[src/rtl/keyboard_scan_code_processor_defines.svh]
// assertion macros shared by the keyboard scan code processor modules
`ifndef KEYBOARD_SCAN_CODE_PROCESSOR_DEFINES_SVH
`define KEYBOARD_SCAN_CODE_PROCESSOR_DEFINES_SVH

// condition must hold in the same cycle as the trigger
`define KSC_ASSERT_SAME(lbl, ante, cons) \
  lbl: assert property (@(posedge clk) disable iff (!rst_n) (ante) |-> (cons)) \
    else $error("keyboard scan code processor check failed");

// condition must hold in the cycle after the trigger
`define KSC_ASSERT_NEXT(lbl, ante, cons) \
  lbl: assert property (@(posedge clk) disable iff (!rst_n) (ante) |=> (cons)) \
    else $error("keyboard scan code processor check failed");

`endif

[src/rtl/ksc_pkg.sv]
// types, constants and translation tables of the keyboard scan code processor
`timescale 1ns / 1ps
package ksc_pkg;

  // sizes
  localparam int QUEUE_DEPTH = 64;
  localparam int TICK_BITS   = 32;
  localparam int QIDX_W      = $clog2(QUEUE_DEPTH);
  localparam int CNT_W       = QIDX_W + 1;

  // configuration space
  localparam int CFG_ADDR_W = 3;
  localparam logic [CFG_ADDR_W-3:0] CFG_IDX_REPEAT_WINDOW = '0;
  localparam logic [7:0] REPEAT_WINDOW_RST = 8'd1;

  // transaction function codes
  localparam logic FUNC_BYTE = 1'b0;
  localparam logic FUNC_POP  = 1'b1;

  // keyboard bytes
  localparam logic [7:0] CODE_ACK    = 8'hFA;
  localparam logic [7:0] CODE_RESEND = 8'hFE;
  localparam logic [7:0] CODE_PFX_E0 = 8'hE0;
  localparam logic [7:0] CODE_PFX_E1 = 8'hE1;

  // scan codes with modifier meaning
  localparam logic [6:0] SC_LSHIFT = 7'h2A;
  localparam logic [6:0] SC_RSHIFT = 7'h36;
  localparam logic [6:0] SC_CTRL   = 7'h1D;
  localparam logic [6:0] SC_ALT    = 7'h38;
  localparam logic [6:0] SC_CAPS   = 7'h3A;
  localparam logic [6:0] SC_NUM    = 7'h45;
  localparam logic [6:0] SC_SCROLL = 7'h46;

  // modifier flag bit positions
  localparam int MOD_SHIFT  = 0;
  localparam int MOD_CTRL   = 1;
  localparam int MOD_ALT    = 2;
  localparam int MOD_CAPS   = 3;
  localparam int MOD_NUM    = 4;
  localparam int MOD_SCROLL = 5;

  typedef enum logic [1:0] {
    KIND_BYTE  = 2'd0,
    KIND_REPLY = 2'd1,
    KIND_POP   = 2'd2,
    KIND_EMPTY = 2'd3
  } kind_t;

  typedef logic [QIDX_W-1:0] qidx_t;

  typedef struct packed {
    logic        func;
    logic [7:0]  key_byte;
    logic [31:0] tick_now;
    logic        expecting_reply;
  } ksc_item_t;

  typedef struct packed {
    kind_t       result_kind;
    logic        reply_is_resend;
    logic        key_accepted;
    logic        key_dropped;
    logic [6:0]  scan_code;
    logic [6:0]  ascii_code;
    logic [5:0]  modifier_flags;
    logic [2:0]  led_mask;
    logic [5:0]  queue_count;
  } ksc_result_t;

  // ring index step
  function automatic qidx_t next_idx(qidx_t i);
    qidx_t r;
    if (i == qidx_t'(QUEUE_DEPTH - 1)) begin
      r = '0;
    end else begin
      r = i + 1'b1;
    end
    return r;
  endfunction

  // {shifted, plain} character for a set 1 scan code
  function automatic logic [13:0] xlat_pair(logic [6:0] scan);
    logic [13:0] r;
    case (scan)
      7'h01: r = {7'h1B, 7'h1B};
      7'h02: r = {7'h21, 7'h31};
      7'h03: r = {7'h40, 7'h32};
      7'h04: r = {7'h23, 7'h33};
      7'h05: r = {7'h24, 7'h34};
      7'h06: r = {7'h25, 7'h35};
      7'h07: r = {7'h5E, 7'h36};
      7'h08: r = {7'h26, 7'h37};
      7'h09: r = {7'h2A, 7'h38};
      7'h0A: r = {7'h28, 7'h39};
      7'h0B: r = {7'h29, 7'h30};
      7'h0C: r = {7'h5F, 7'h2D};
      7'h0D: r = {7'h2B, 7'h3D};
      7'h0E: r = {7'h08, 7'h08};
      7'h0F: r = {7'h09, 7'h09};
      7'h10: r = {7'h51, 7'h71};
      7'h11: r = {7'h57, 7'h77};
      7'h12: r = {7'h45, 7'h65};
      7'h13: r = {7'h52, 7'h72};
      7'h14: r = {7'h54, 7'h74};
      7'h15: r = {7'h59, 7'h79};
      7'h16: r = {7'h55, 7'h75};
      7'h17: r = {7'h49, 7'h69};
      7'h18: r = {7'h4F, 7'h6F};
      7'h19: r = {7'h50, 7'h70};
      7'h1A: r = {7'h7B, 7'h5B};
      7'h1B: r = {7'h7D, 7'h5D};
      7'h1C: r = {7'h0D, 7'h0D};
      7'h1E: r = {7'h41, 7'h61};
      7'h1F: r = {7'h53, 7'h73};
      7'h20: r = {7'h44, 7'h64};
      7'h21: r = {7'h46, 7'h66};
      7'h22: r = {7'h47, 7'h67};
      7'h23: r = {7'h48, 7'h68};
      7'h24: r = {7'h4A, 7'h6A};
      7'h25: r = {7'h4B, 7'h6B};
      7'h26: r = {7'h4C, 7'h6C};
      7'h27: r = {7'h3A, 7'h3B};
      7'h28: r = {7'h22, 7'h27};
      7'h29: r = {7'h7E, 7'h60};
      7'h2B: r = {7'h7C, 7'h5C};
      7'h2C: r = {7'h5A, 7'h7A};
      7'h2D: r = {7'h58, 7'h78};
      7'h2E: r = {7'h43, 7'h63};
      7'h2F: r = {7'h56, 7'h76};
      7'h30: r = {7'h42, 7'h62};
      7'h31: r = {7'h4E, 7'h6E};
      7'h32: r = {7'h4D, 7'h6D};
      7'h33: r = {7'h3C, 7'h2C};
      7'h34: r = {7'h3E, 7'h2E};
      7'h35: r = {7'h3F, 7'h2F};
      7'h39: r = {7'h20, 7'h20};
      default: r = '0;
    endcase
    return r;
  endfunction

  // letters follow shift xor caps, everything else follows shift alone
  function automatic logic [6:0] to_ascii(logic [6:0] scan, logic shift, logic caps);
    logic [13:0] pair;
    logic [6:0]  plain;
    logic [6:0]  shifted;
    logic        letter;
    pair    = xlat_pair(scan);
    plain   = pair[6:0];
    shifted = pair[13:7];
    letter  = (plain >= 7'h61) && (plain <= 7'h7A);
    if (letter) begin
      return (shift ^ caps) ? shifted : plain;
    end
    return shift ? shifted : plain;
  endfunction

endpackage

[src/rtl/ksc_if.sv]
// valid/ready channel interfaces for keyboard transactions and results
`timescale 1ns / 1ps
interface ksc_in_if;
  logic        valid;
  logic        ready;
  logic        func;
  logic [7:0]  key_byte;
  logic [31:0] tick_now;
  logic        expecting_reply;

  modport source (output valid, output func, output key_byte, output tick_now,
                  output expecting_reply, input ready);
  modport sink   (input valid, input func, input key_byte, input tick_now,
                  input expecting_reply, output ready);
endinterface

interface ksc_out_if;
  logic        valid;
  logic        ready;
  logic [1:0]  result_kind;
  logic        reply_is_resend;
  logic        key_accepted;
  logic        key_dropped;
  logic [6:0]  scan_code;
  logic [6:0]  ascii_code;
  logic [5:0]  modifier_flags;
  logic [2:0]  led_mask;
  logic [5:0]  queue_count;

  modport source (output valid, output result_kind, output reply_is_resend,
                  output key_accepted, output key_dropped, output scan_code,
                  output ascii_code, output modifier_flags, output led_mask,
                  output queue_count, input ready);
  modport sink   (input valid, input result_kind, input reply_is_resend,
                  input key_accepted, input key_dropped, input scan_code,
                  input ascii_code, input modifier_flags, input led_mask,
                  input queue_count, output ready);
endinterface

[src/rtl/ksc_ram.sv]
// generic single write port ram with registered read
`timescale 1ns / 1ps
module ksc_ram #(
  parameter int WIDTH = 7,
  parameter int DEPTH = 64
) (
  input  logic                     clk,
  input  logic                     we,
  input  logic [$clog2(DEPTH)-1:0] waddr,
  input  logic [WIDTH-1:0]         wdata,
  input  logic [$clog2(DEPTH)-1:0] raddr,
  output logic [WIDTH-1:0]         rdata
);

  logic [WIDTH-1:0] mem [DEPTH];

  // write port and registered read port
  always_ff @(posedge clk) begin
    if (we) begin
      mem[waddr] <= wdata;
    end
    rdata <= mem[raddr];
  end

endmodule

[src/rtl/ksc_core.sv]
// scan code decode, modifier tracking, repeat filter and key queue
`timescale 1ns / 1ps
`include "keyboard_scan_code_processor_defines.svh"
module ksc_core (
  input  logic                clk,
  input  logic                rst_n,
  input  logic                item_accept,
  input  ksc_pkg::ksc_item_t  item,
  input  logic [7:0]          repeat_window,
  output ksc_pkg::ksc_result_t result
);
  import ksc_pkg::*;

  logic [5:0]           mod_r, mod_nxt;
  logic                 prefix_r, prefix_nxt;
  logic [6:0]           last_scan_r, last_scan_nxt;
  logic [TICK_BITS-1:0] last_time_r, last_time_nxt;
  qidx_t                rd_idx_r, rd_idx_nxt;
  qidx_t                wr_idx_r, wr_idx_nxt;
  logic                 byp_v_r, byp_v_nxt;
  logic [6:0]           byp_d_r;

  logic [TICK_BITS-1:0] now;
  logic [TICK_BITS-1:0] elapsed;
  logic                 q_empty;
  qidx_t                wr_next;
  logic [6:0]           ram_q;
  logic [6:0]           head;
  logic                 wr_en;
  logic                 brk;
  logic [6:0]           low;
  logic [CNT_W-1:0]     cnt;
  logic                 pop_empty;

  // queue storage, read address follows the next head so data is ready in time
  ksc_ram #(.WIDTH(7), .DEPTH(QUEUE_DEPTH)) u_store (
    .clk   (clk),
    .we    (wr_en),
    .waddr (wr_idx_r),
    .wdata (item.key_byte[6:0]),
    .raddr (rd_idx_nxt),
    .rdata (ram_q)
  );

  assign now       = TICK_BITS'(item.tick_now);
  assign elapsed   = now - last_time_r;
  assign q_empty   = (rd_idx_r == wr_idx_r);
  assign wr_next   = next_idx(wr_idx_r);
  assign head      = byp_v_r ? byp_d_r : ram_q;
  assign brk       = item.key_byte[7];
  assign low       = item.key_byte[6:0];
  assign pop_empty = item_accept && item.func == FUNC_POP && q_empty;

  // per-transaction decode and state update
  always_comb begin
    mod_nxt       = mod_r;
    prefix_nxt    = prefix_r;
    last_scan_nxt = last_scan_r;
    last_time_nxt = last_time_r;
    rd_idx_nxt    = rd_idx_r;
    wr_idx_nxt    = wr_idx_r;
    wr_en         = 1'b0;
    result        = '0;
    result.result_kind = KIND_BYTE;

    if (item_accept) begin
      if (item.func == FUNC_POP) begin
        if (q_empty) begin
          result.result_kind = KIND_EMPTY;
        end else begin
          result.result_kind = KIND_POP;
          result.scan_code   = head;
          result.ascii_code  = to_ascii(head, mod_r[MOD_SHIFT], mod_r[MOD_CAPS]);
          rd_idx_nxt         = next_idx(rd_idx_r);
        end
      end else if (item.expecting_reply &&
                   (item.key_byte == CODE_ACK || item.key_byte == CODE_RESEND)) begin
        result.result_kind     = KIND_REPLY;
        result.reply_is_resend = (item.key_byte == CODE_RESEND);
      end else if (item.key_byte == CODE_PFX_E0 || item.key_byte == CODE_PFX_E1) begin
        prefix_nxt = 1'b1;
      end else begin
        // modifiers follow make and break, locks toggle on make
        case (low) inside
          SC_LSHIFT, SC_RSHIFT: mod_nxt[MOD_SHIFT] = !brk;
          SC_CTRL:              mod_nxt[MOD_CTRL]  = !brk;
          SC_ALT:               mod_nxt[MOD_ALT]   = !brk;
          SC_CAPS:   if (!brk) mod_nxt[MOD_CAPS]   = !mod_r[MOD_CAPS];
          SC_NUM:    if (!brk) mod_nxt[MOD_NUM]    = !mod_r[MOD_NUM];
          SC_SCROLL: if (!brk) mod_nxt[MOD_SCROLL] = !mod_r[MOD_SCROLL];
          default: ;
        endcase
        // unprefixed make codes pass the autorepeat filter into the queue
        if (!brk && !prefix_r) begin
          if (!(low == last_scan_r && elapsed <= TICK_BITS'(repeat_window))) begin
            last_scan_nxt = low;
            last_time_nxt = now;
            if (wr_next != rd_idx_r) begin
              wr_en               = 1'b1;
              wr_idx_nxt          = wr_next;
              result.key_accepted = 1'b1;
            end else begin
              result.key_dropped = 1'b1;
            end
          end
        end
        prefix_nxt = 1'b0;
      end
    end

    result.modifier_flags = mod_nxt;
    result.led_mask       = {mod_nxt[MOD_CAPS], mod_nxt[MOD_NUM], mod_nxt[MOD_SCROLL]};
    result.queue_count    = 6'(cnt);
  end

  // fill level after this transaction
  always_comb begin
    if (wr_idx_nxt >= rd_idx_nxt) begin
      cnt = CNT_W'(wr_idx_nxt) - CNT_W'(rd_idx_nxt);
    end else begin
      cnt = CNT_W'(wr_idx_nxt) + CNT_W'(QUEUE_DEPTH) - CNT_W'(rd_idx_nxt);
    end
  end

  // bypass a write that lands on the address being read this cycle
  assign byp_v_nxt = wr_en && (wr_idx_r == rd_idx_nxt);

  always_ff @(posedge clk) begin
    if (!rst_n) begin
      mod_r       <= '0;
      prefix_r    <= 1'b0;
      last_scan_r <= '0;
      last_time_r <= '0;
      rd_idx_r    <= '0;
      wr_idx_r    <= '0;
      byp_v_r     <= 1'b0;
    end else begin
      mod_r       <= mod_nxt;
      prefix_r    <= prefix_nxt;
      last_scan_r <= last_scan_nxt;
      last_time_r <= last_time_nxt;
      rd_idx_r    <= rd_idx_nxt;
      wr_idx_r    <= wr_idx_nxt;
      byp_v_r     <= byp_v_nxt;
    end
  end

  always_ff @(posedge clk) begin
    byp_d_r <= item.key_byte[6:0];
  end

  // checks
  `KSC_ASSERT_NEXT(a_empty_pop_keeps_head, pop_empty, $stable(rd_idx_r))
  `KSC_ASSERT_NEXT(a_write_leaves_entry, wr_en, wr_idx_r != rd_idx_r)
  `KSC_ASSERT_SAME(a_bypass_only_nonempty, byp_v_r, wr_idx_r != rd_idx_r)

endmodule

[src/rtl/keyboard_scan_code_processor.sv]
// top level: config register, core and two-entry result buffer
//
//   channel   direction  handshake          contents
//   in_ch     in         valid/ready        func, key_byte, tick_now, expecting_reply
//   out_ch    out        valid/ready        one result per transaction
//   cfg_*     in         apb write/read     repeat_window at byte address 0
//
// one transaction per cycle while in_ch.ready is high; its result is registered on accept
// queue read data comes from the store ram, prefetched at the next head index
// a two-entry output buffer keeps input open while one result waits
// in_ch.ready drops only when both result entries are full
// synchronous active-low reset clears state; repeat_window resets to 1
`timescale 1ns / 1ps
`include "keyboard_scan_code_processor_defines.svh"
module keyboard_scan_code_processor (
  input  logic                             clk,
  input  logic                             rst_n,
  ksc_in_if.sink                           in_ch,
  ksc_out_if.source                        out_ch,
  input  logic                             cfg_psel,
  input  logic                             cfg_penable,
  input  logic                             cfg_pwrite,
  input  logic [ksc_pkg::CFG_ADDR_W-1:0]   cfg_paddr,
  input  logic [31:0]                      cfg_pwdata,
  output logic [31:0]                      cfg_prdata,
  output logic                             cfg_pready
);
  import ksc_pkg::*;

  logic        window_sel;
  logic [7:0]  repeat_window_r;
  logic        cfg_wr;
  logic        in_fire;
  logic        out_fire;
  ksc_item_t   item;
  ksc_result_t core_res;
  ksc_result_t out_r;
  ksc_result_t skid_r;
  logic        out_valid_r;
  logic        skid_valid_r;

  // configuration register
  assign cfg_pready = 1'b1;
  assign cfg_wr     = cfg_psel && cfg_penable && cfg_pwrite;
  assign window_sel = (cfg_paddr[CFG_ADDR_W-1:2] == CFG_IDX_REPEAT_WINDOW);
  assign cfg_prdata = window_sel ? {24'd0, repeat_window_r} : 32'd0;

  always_ff @(posedge clk) begin
    if (!rst_n) begin
      repeat_window_r <= REPEAT_WINDOW_RST;
    end else if (cfg_wr && window_sel) begin
      repeat_window_r <= cfg_pwdata[7:0];
    end
  end

  // input transaction
  assign in_ch.ready = !skid_valid_r;
  assign in_fire     = in_ch.valid && in_ch.ready;
  assign out_fire    = out_valid_r && out_ch.ready;

  assign item.func            = in_ch.func;
  assign item.key_byte        = in_ch.key_byte;
  assign item.tick_now        = in_ch.tick_now;
  assign item.expecting_reply = in_ch.expecting_reply;

  ksc_core u_core (
    .clk           (clk),
    .rst_n         (rst_n),
    .item_accept   (in_fire),
    .item          (item),
    .repeat_window (repeat_window_r),
    .result        (core_res)
  );

  // result register plus skid entry
  always_ff @(posedge clk) begin
    if (!rst_n) begin
      out_valid_r  <= 1'b0;
      skid_valid_r <= 1'b0;
    end else if (skid_valid_r) begin
      if (out_fire) begin
        skid_valid_r <= 1'b0;
      end
    end else if (in_fire) begin
      if (!out_valid_r || out_fire) begin
        out_valid_r <= 1'b1;
      end else begin
        skid_valid_r <= 1'b1;
      end
    end else if (out_fire) begin
      out_valid_r <= 1'b0;
    end
  end

  always_ff @(posedge clk) begin
    if (skid_valid_r) begin
      if (out_fire) begin
        out_r <= skid_r;
      end
    end else if (in_fire) begin
      if (!out_valid_r || out_fire) begin
        out_r <= core_res;
      end else begin
        skid_r <= core_res;
      end
    end
  end

  assign out_ch.valid           = out_valid_r;
  assign out_ch.result_kind     = out_r.result_kind;
  assign out_ch.reply_is_resend = out_r.reply_is_resend;
  assign out_ch.key_accepted    = out_r.key_accepted;
  assign out_ch.key_dropped     = out_r.key_dropped;
  assign out_ch.scan_code       = out_r.scan_code;
  assign out_ch.ascii_code      = out_r.ascii_code;
  assign out_ch.modifier_flags  = out_r.modifier_flags;
  assign out_ch.led_mask        = out_r.led_mask;
  assign out_ch.queue_count     = out_r.queue_count;

  // checks
  `KSC_ASSERT_SAME(a_skid_behind_out, skid_valid_r, out_valid_r)
  `KSC_ASSERT_NEXT(a_accept_fills_out, in_fire, out_valid_r)
  `KSC_ASSERT_NEXT(a_stall_holds_out, out_valid_r && !out_ch.ready, out_valid_r && $stable(out_r))

endmodule

[src/flat_wrapper.sv]
// flat-port wrapper written by rule: the top's interface ports become plain ports
module keyboard_scan_code_processor_flat import ksc_pkg::*;
  (clk, rst_n, cfg_psel, cfg_penable, cfg_pwrite, cfg_paddr, cfg_pwdata, cfg_prdata, cfg_pready, in_ch_valid, in_ch_func, in_ch_key_byte, in_ch_tick_now, in_ch_expecting_reply, in_ch_ready, out_ch_valid, out_ch_result_kind, out_ch_reply_is_resend, out_ch_key_accepted, out_ch_key_dropped, out_ch_scan_code, out_ch_ascii_code, out_ch_modifier_flags, out_ch_led_mask, out_ch_queue_count, out_ch_ready);
  ksc_in_if in_ch_i ();
  ksc_out_if out_ch_i ();
  input  logic clk;
  input  logic rst_n;
  input  logic cfg_psel;
  input  logic cfg_penable;
  input  logic cfg_pwrite;
  input  logic [ksc_pkg::CFG_ADDR_W-1:0] cfg_paddr;
  input  logic [31:0] cfg_pwdata;
  output logic [31:0] cfg_prdata;
  output logic cfg_pready;
  input wire logic [$bits(in_ch_i.valid)-1:0] in_ch_valid;
  input wire logic [$bits(in_ch_i.func)-1:0] in_ch_func;
  input wire logic [$bits(in_ch_i.key_byte)-1:0] in_ch_key_byte;
  input wire logic [$bits(in_ch_i.tick_now)-1:0] in_ch_tick_now;
  input wire logic [$bits(in_ch_i.expecting_reply)-1:0] in_ch_expecting_reply;
  output wire logic [$bits(in_ch_i.ready)-1:0] in_ch_ready;
  output wire logic [$bits(out_ch_i.valid)-1:0] out_ch_valid;
  output wire logic [$bits(out_ch_i.result_kind)-1:0] out_ch_result_kind;
  output wire logic [$bits(out_ch_i.reply_is_resend)-1:0] out_ch_reply_is_resend;
  output wire logic [$bits(out_ch_i.key_accepted)-1:0] out_ch_key_accepted;
  output wire logic [$bits(out_ch_i.key_dropped)-1:0] out_ch_key_dropped;
  output wire logic [$bits(out_ch_i.scan_code)-1:0] out_ch_scan_code;
  output wire logic [$bits(out_ch_i.ascii_code)-1:0] out_ch_ascii_code;
  output wire logic [$bits(out_ch_i.modifier_flags)-1:0] out_ch_modifier_flags;
  output wire logic [$bits(out_ch_i.led_mask)-1:0] out_ch_led_mask;
  output wire logic [$bits(out_ch_i.queue_count)-1:0] out_ch_queue_count;
  input wire logic [$bits(out_ch_i.ready)-1:0] out_ch_ready;
  assign in_ch_i.valid = in_ch_valid;
  assign in_ch_i.func = in_ch_func;
  assign in_ch_i.key_byte = in_ch_key_byte;
  assign in_ch_i.tick_now = in_ch_tick_now;
  assign in_ch_i.expecting_reply = in_ch_expecting_reply;
  assign in_ch_ready = in_ch_i.ready;
  assign out_ch_valid = out_ch_i.valid;
  assign out_ch_result_kind = out_ch_i.result_kind;
  assign out_ch_reply_is_resend = out_ch_i.reply_is_resend;
  assign out_ch_key_accepted = out_ch_i.key_accepted;
  assign out_ch_key_dropped = out_ch_i.key_dropped;
  assign out_ch_scan_code = out_ch_i.scan_code;
  assign out_ch_ascii_code = out_ch_i.ascii_code;
  assign out_ch_modifier_flags = out_ch_i.modifier_flags;
  assign out_ch_led_mask = out_ch_i.led_mask;
  assign out_ch_queue_count = out_ch_i.queue_count;
  assign out_ch_i.ready = out_ch_ready;
  keyboard_scan_code_processor u_core (.clk(clk), .rst_n(rst_n), .in_ch(in_ch_i), .out_ch(out_ch_i), .cfg_psel(cfg_psel), .cfg_penable(cfg_penable), .cfg_pwrite(cfg_pwrite), .cfg_paddr(cfg_paddr), .cfg_pwdata(cfg_pwdata), .cfg_prdata(cfg_prdata), .cfg_pready(cfg_pready));
endmodule
[config.mk]
export PLATFORM = sky130hd
export DESIGN_NAME = keyboard_scan_code_processor_flat
export DESIGN_NICKNAME = d
export VERILOG_FILES = /design/src/rtl/ksc_pkg.sv /design/src/rtl/ksc_if.sv /design/src/rtl/ksc_ram.sv /design/src/rtl/ksc_core.sv /design/src/rtl/keyboard_scan_code_processor.sv /design/src/flat_wrapper.sv
export VERILOG_INCLUDE_DIRS = /design/src /design/src/rtl
export SDC_FILE = /design/constraint.sdc
export NUM_CORES = 1
export LEC_CHECK = 0
export ABC_AREA = 1
export CORE_ASPECT_RATIO = 1.1
export CORE_MARGIN = 2
export CORE_UTILIZATION = 40
export DETAILED_ROUTE_END_ITERATION = 16
export DONT_BUFFER_PORTS = 1
export GPL_TIMING_DRIVEN = 0
export PLACE_DENSITY = 0.64
export SLEW_MARGIN = 10
export SYNTH_ARGS = -nofsm -noshare
export SYNTH_HDL_FRONTEND = slang
export SYNTH_SLANG_ARGS = --single-unit
[constraint.sdc]
create_clock -name clk -period 4.88 [get_ports clk]
set_input_delay 0.976 -clock clk [delete_from_list [all_inputs] [get_ports clk]]
set_output_delay 0.976 -clock clk [all_outputs]
set_load 0.005 [all_outputs]
==> reports/qor.yml <==
run_status:
  status: "finished clean"
final_layout:
  final_core_util_pct: 45.3
  fillers: 6506
  layout_commonest_cell: "edfxtp_1"
  syn_to_final_growth_pct: 12.5
  drive_gt1_share_pct: 10.7
  layout.nets: 3098
  layout_common_cells: "edfxtp_1, nand2_1, nor2_1, o21ai_0, inv_1"
synthesis:
  synth_area_sq_um: 28300
  synth-seq-area-share_pct: 59.9
  yosysTopAreaCell: "edfxtp_1"
  synth_cell_types: 58
  async_flop_share_pct: 0
  synthFlopType: "edfxtp_1"
  syn-instance-count: 2862
  synth-edff-count: 510
  syn_area_per_cell_sq_um: 9.90
  synth_top_area_share_pct: 54.0
  yosysWarnings: 0
  synth_seq_cells: 593
  synth_area_leaders: "edfxtp_1, nand2_1, dfxtp_1"
worst_setup_path:
  worst-r2r-setup-slack_ns: 0.15
  r2r_cells: 23
  cp.arrival_ns: 5.05
  crit_path_start_kind: "primary input"
  r2r_end: "u_core.u_core.u_store.mem[18][4]"
  startpoint: "in_ch_tick_now[0]"
  reg2reg_from: "u_core.u_core.last_time_r[0]"
  max_stage_delay_ns: 0.84
  crit_required_ns: 5.14
  path_class: "primary input to flop"
  cp_common_cell: "nand2_1"
  cp_cell_sequence: "inv_1 -> ha_2 -> fa_2 -> inv_1 -> nand2_1 -> a21oi_2 -> xor2_1 -> ha_1 -> nand2_1 -> nor2_2 -> nand2_1 -> nand2_1 -> nand2_2 -> nand2_1 -> nor2_1 -> nand2_1 -> nor2_1 -> nand2_1 -> nor2_4 -> nand3_4 -> nand2_4 -> nor2_1 -> nand3_1 -> nor2_1"
  crit_slowest_cell: "nor2_1"
  crit_end: "u_core.u_core.u_store.mem[18][4]"
  cp-end-kind: "flop"
  crit_fanout: 8
clocking:
  cts_root_buf: "clkbuf_16"
  cts.sinks: 593
  clock_path_buffers: 3
  clkLatencyLatePin_ns: 0.65
  path_clk_slew_ns: 0.07
  h-tree-depth: 2
  cts_tree: "yes"
  hold_buffers: 0
  numCtsBuffers: 58
route:
  drt_iter0_drc: 2200
  routed_wl_um: 82700
  vias_per_cell: 5.45
  wl_met2_um: 38900
  first_pass_iters: 5
  drcViolationCount: 0
  highest-signal-layer: "met5"
  ant_nets: 0
  met3_length_um: 6660
  wl_per_cell_um: 21.0
  vias: 21500
  m1WireLength_um: 33800
place:
  portBuffers: 0
  gp_congestion: 0.930
  hpwlAfterDp_um: 55500
global_routing:
  grt_max_degree: 72
  grt_pass1_vias: 20400
  grt.overflow.total: 0
  antenna_found_initial: 1
  grt_usage_pct: 22.1
  grt_pass1_wl_um: 125000
job:
  maxCapViolations: 0
sta:
  fin_crit_ns: 4.79
  hold_viol: 0
  timing.fmax_ghz: 0.209
  worst_pin_slew_ns: 1.18
  slew_headroom_pct: 20.9
  fin_crit_sh_pct: 98.2
  rsz0062_at_grt: "true"
  slew_viol_final: 0
  setup_violations: 0
  fin_worst_skew_ns: 0.0397
pwr:
  p_comb_share_pct: 19.7
  seqPwrFrac_pct: 44.0
  leakage_nw: 11.8
  power_mw: 12.8
  p_sw_mw: 3.77
  p_int_mw: 9.06
  power_density_nw_per_um2: 402
  ir_drop_mv: 0.273
  swShare_pct: 29.4
  pwr-share-clk_pct: 36.2
floorplanning:
  die_x_um: 258
  die_area_sq_um: 73000
  io_pins: 153
  initial_core_util_pct: 40.3
  core_sq_um: 70300
  die_h_um: 283
  fp-row-count: 102
hold_path:
  min_path_type: "primary input to flop"
## worst max-delay path, delay by kind of cell
family          cells  cell delay (ns)
fa+ha+maj           3             0.88
buf+inv             2             0.11
compound gates      1             0.19
simple gates       17             2.77
xor+xnor            1             0.11
## layer usage
metal / track usage (%) / up-vias
met5: 0 / -
met4: 9.08 / 2
met3: 3.44 / 197
met2: 36.2 / 985
met1: 29.4 / 10200
li1: - / 10100
## layout make-up
class                      count  area, sq um  area share, %
timing repair buffer           8         92.6          0.290
sequential                   593        17000           53.2
antenna                        1         2.50        0.00785
buffer                       166          975           3.06
clock buffer                  77         1590           4.98
tap                          936         1170           3.67
clock inverter                32          388           1.22
inverter                     260          983           3.08
multi-input combinational   1866         9710           30.5
## flip-flops by register name, summed over array words and instances, names as in the netlist, 2 cells and up
| register | flops |
|---|---|
| u_core.out_ch.scan_code | 7 |
| u_core.out_ch.ascii_code | 7 |
| u_core.out_ch.queue_count | 6 |
| u_core.u_core.last_time_r | 32 |
| u_core.u_core.rd_idx_r | 6 |
| u_core.u_core.u_store.mem | 448 |
| u_core.u_core.wr_idx_r | 6 |
| u_core.out_ch.led_mask | 2 |
| u_core.repeat_window_r | 8 |
| u_core.u_core.mod_r | 6 |
| u_core.u_core.byp_d_r | 7 |
| u_core.u_core.u_store.rdata | 7 |
| u_core.out_ch.result_kind | 2 |
| u_core.skid_r | 31 |
| u_core.out_ch.modifier_flags | 4 |
| u_core.u_core.last_scan_r | 7 |
## Yosys cell counts, types with 5 or more instances
| library cell | number |
|---|---|
| o211ai_1 | 59 |
| o21ai_0 | 267 |
| a21oi_1 | 103 |
| inv_1 | 245 |
| nand2_2 | 11 |
| nand4_1 | 13 |
| nand3_1 | 118 |
| o21ai_1 | 53 |
| ha_1 | 59 |
| dfxtp_1 | 83 |
| o22ai_1 | 61 |
| inv_2 | 12 |
| buf_4 | 35 |
| nand2_1 | 480 |
| xor2_1 | 23 |
| o2111ai_1 | 5 |
| nor2_2 | 9 |
| buf_6 | 20 |
| edfxtp_1 | 510 |
| o21ai_2 | 5 |
| nor3_1 | 19 |
| o221ai_1 | 56 |
| xnor2_1 | 9 |
| nand3_2 | 5 |
| buf_2 | 56 |
| nor2_1 | 434 |
| clkbuf_1 | 54 |
## power groups by stage
| stage | Clock (mW) | Combinational (mW) | Sequential (mW) |
|---|---|---|---|
| 6_report | 4.65 | 2.53 | 5.65 |
| 3_5_place_dp | 0 | 2.44 | 5.76 |
| 5_1_grt | 4.88 | 2.77 | 5.66 |
| 3_3_place_gp | 0 | 2.43 | 5.76 |
| 4_1_cts | 4.70 | 2.45 | 5.65 |
| 2_1_floorplan | 0 | 1.70 | 5.75 |
## cell families after synthesis
logic type / share of synthesized area (%)
other cells: 0.0265
fa+ha+maj: 2.75
mux: 0.0397
simple gates: 16.1
buf+inv: 6.91
xor+xnor: 1.05
flops: 59.9
compound gates: 13.2
## worst min path at each step
stage                                           end  depth (start not counted)                           from  slack, ns
detailed placement     u_core.u_core.last_time_r[0]                          2   u_core.u_core.last_time_r[0]       0.45
floorplan              u_core.u_core.last_time_r[0]                          2   u_core.u_core.last_time_r[0]       0.43
finish              u_core.u_core.u_store.mem[5][2]                          0              in_ch_key_byte[2]       0.44
global placement      u_core.u_core.last_time_r[17]                          2  u_core.u_core.last_time_r[17]       0.44
global route               u_core.u_core.byp_d_r[6]                          0              in_ch_key_byte[6]       0.40
CTS                        u_core.u_core.byp_d_r[2]                          0              in_ch_key_byte[2]       0.39
## stage by stage
step           setup WS, ns  TNS, ns  instance area (sq um)  hold WS [ns]  instances
2_1_floorplan         0.296        0                  28400         0.427       2885
3_3_place_gp         -0.732  -198.06                  29600         0.441       3821
3_5_place_dp         -0.820  -235.65                  29600         0.447       3822
4_1_cts              -0.148    -5.40                  31600         0.393       3931
5_1_grt             -0.0525   -0.915                  31900         0.399       3938
6_report             0.0871        0                  31900         0.443       3939
## what timing repair did
| item | CTS | global route |
|---|---|---|
| setup endpoints to repair | 133 | 347 |
| pin swaps | 0 | 10 |
| buffers inserted | 0 | 7 |
| gates resized for setup | 14 | 41 |
(Power assumes the default switching activity.)
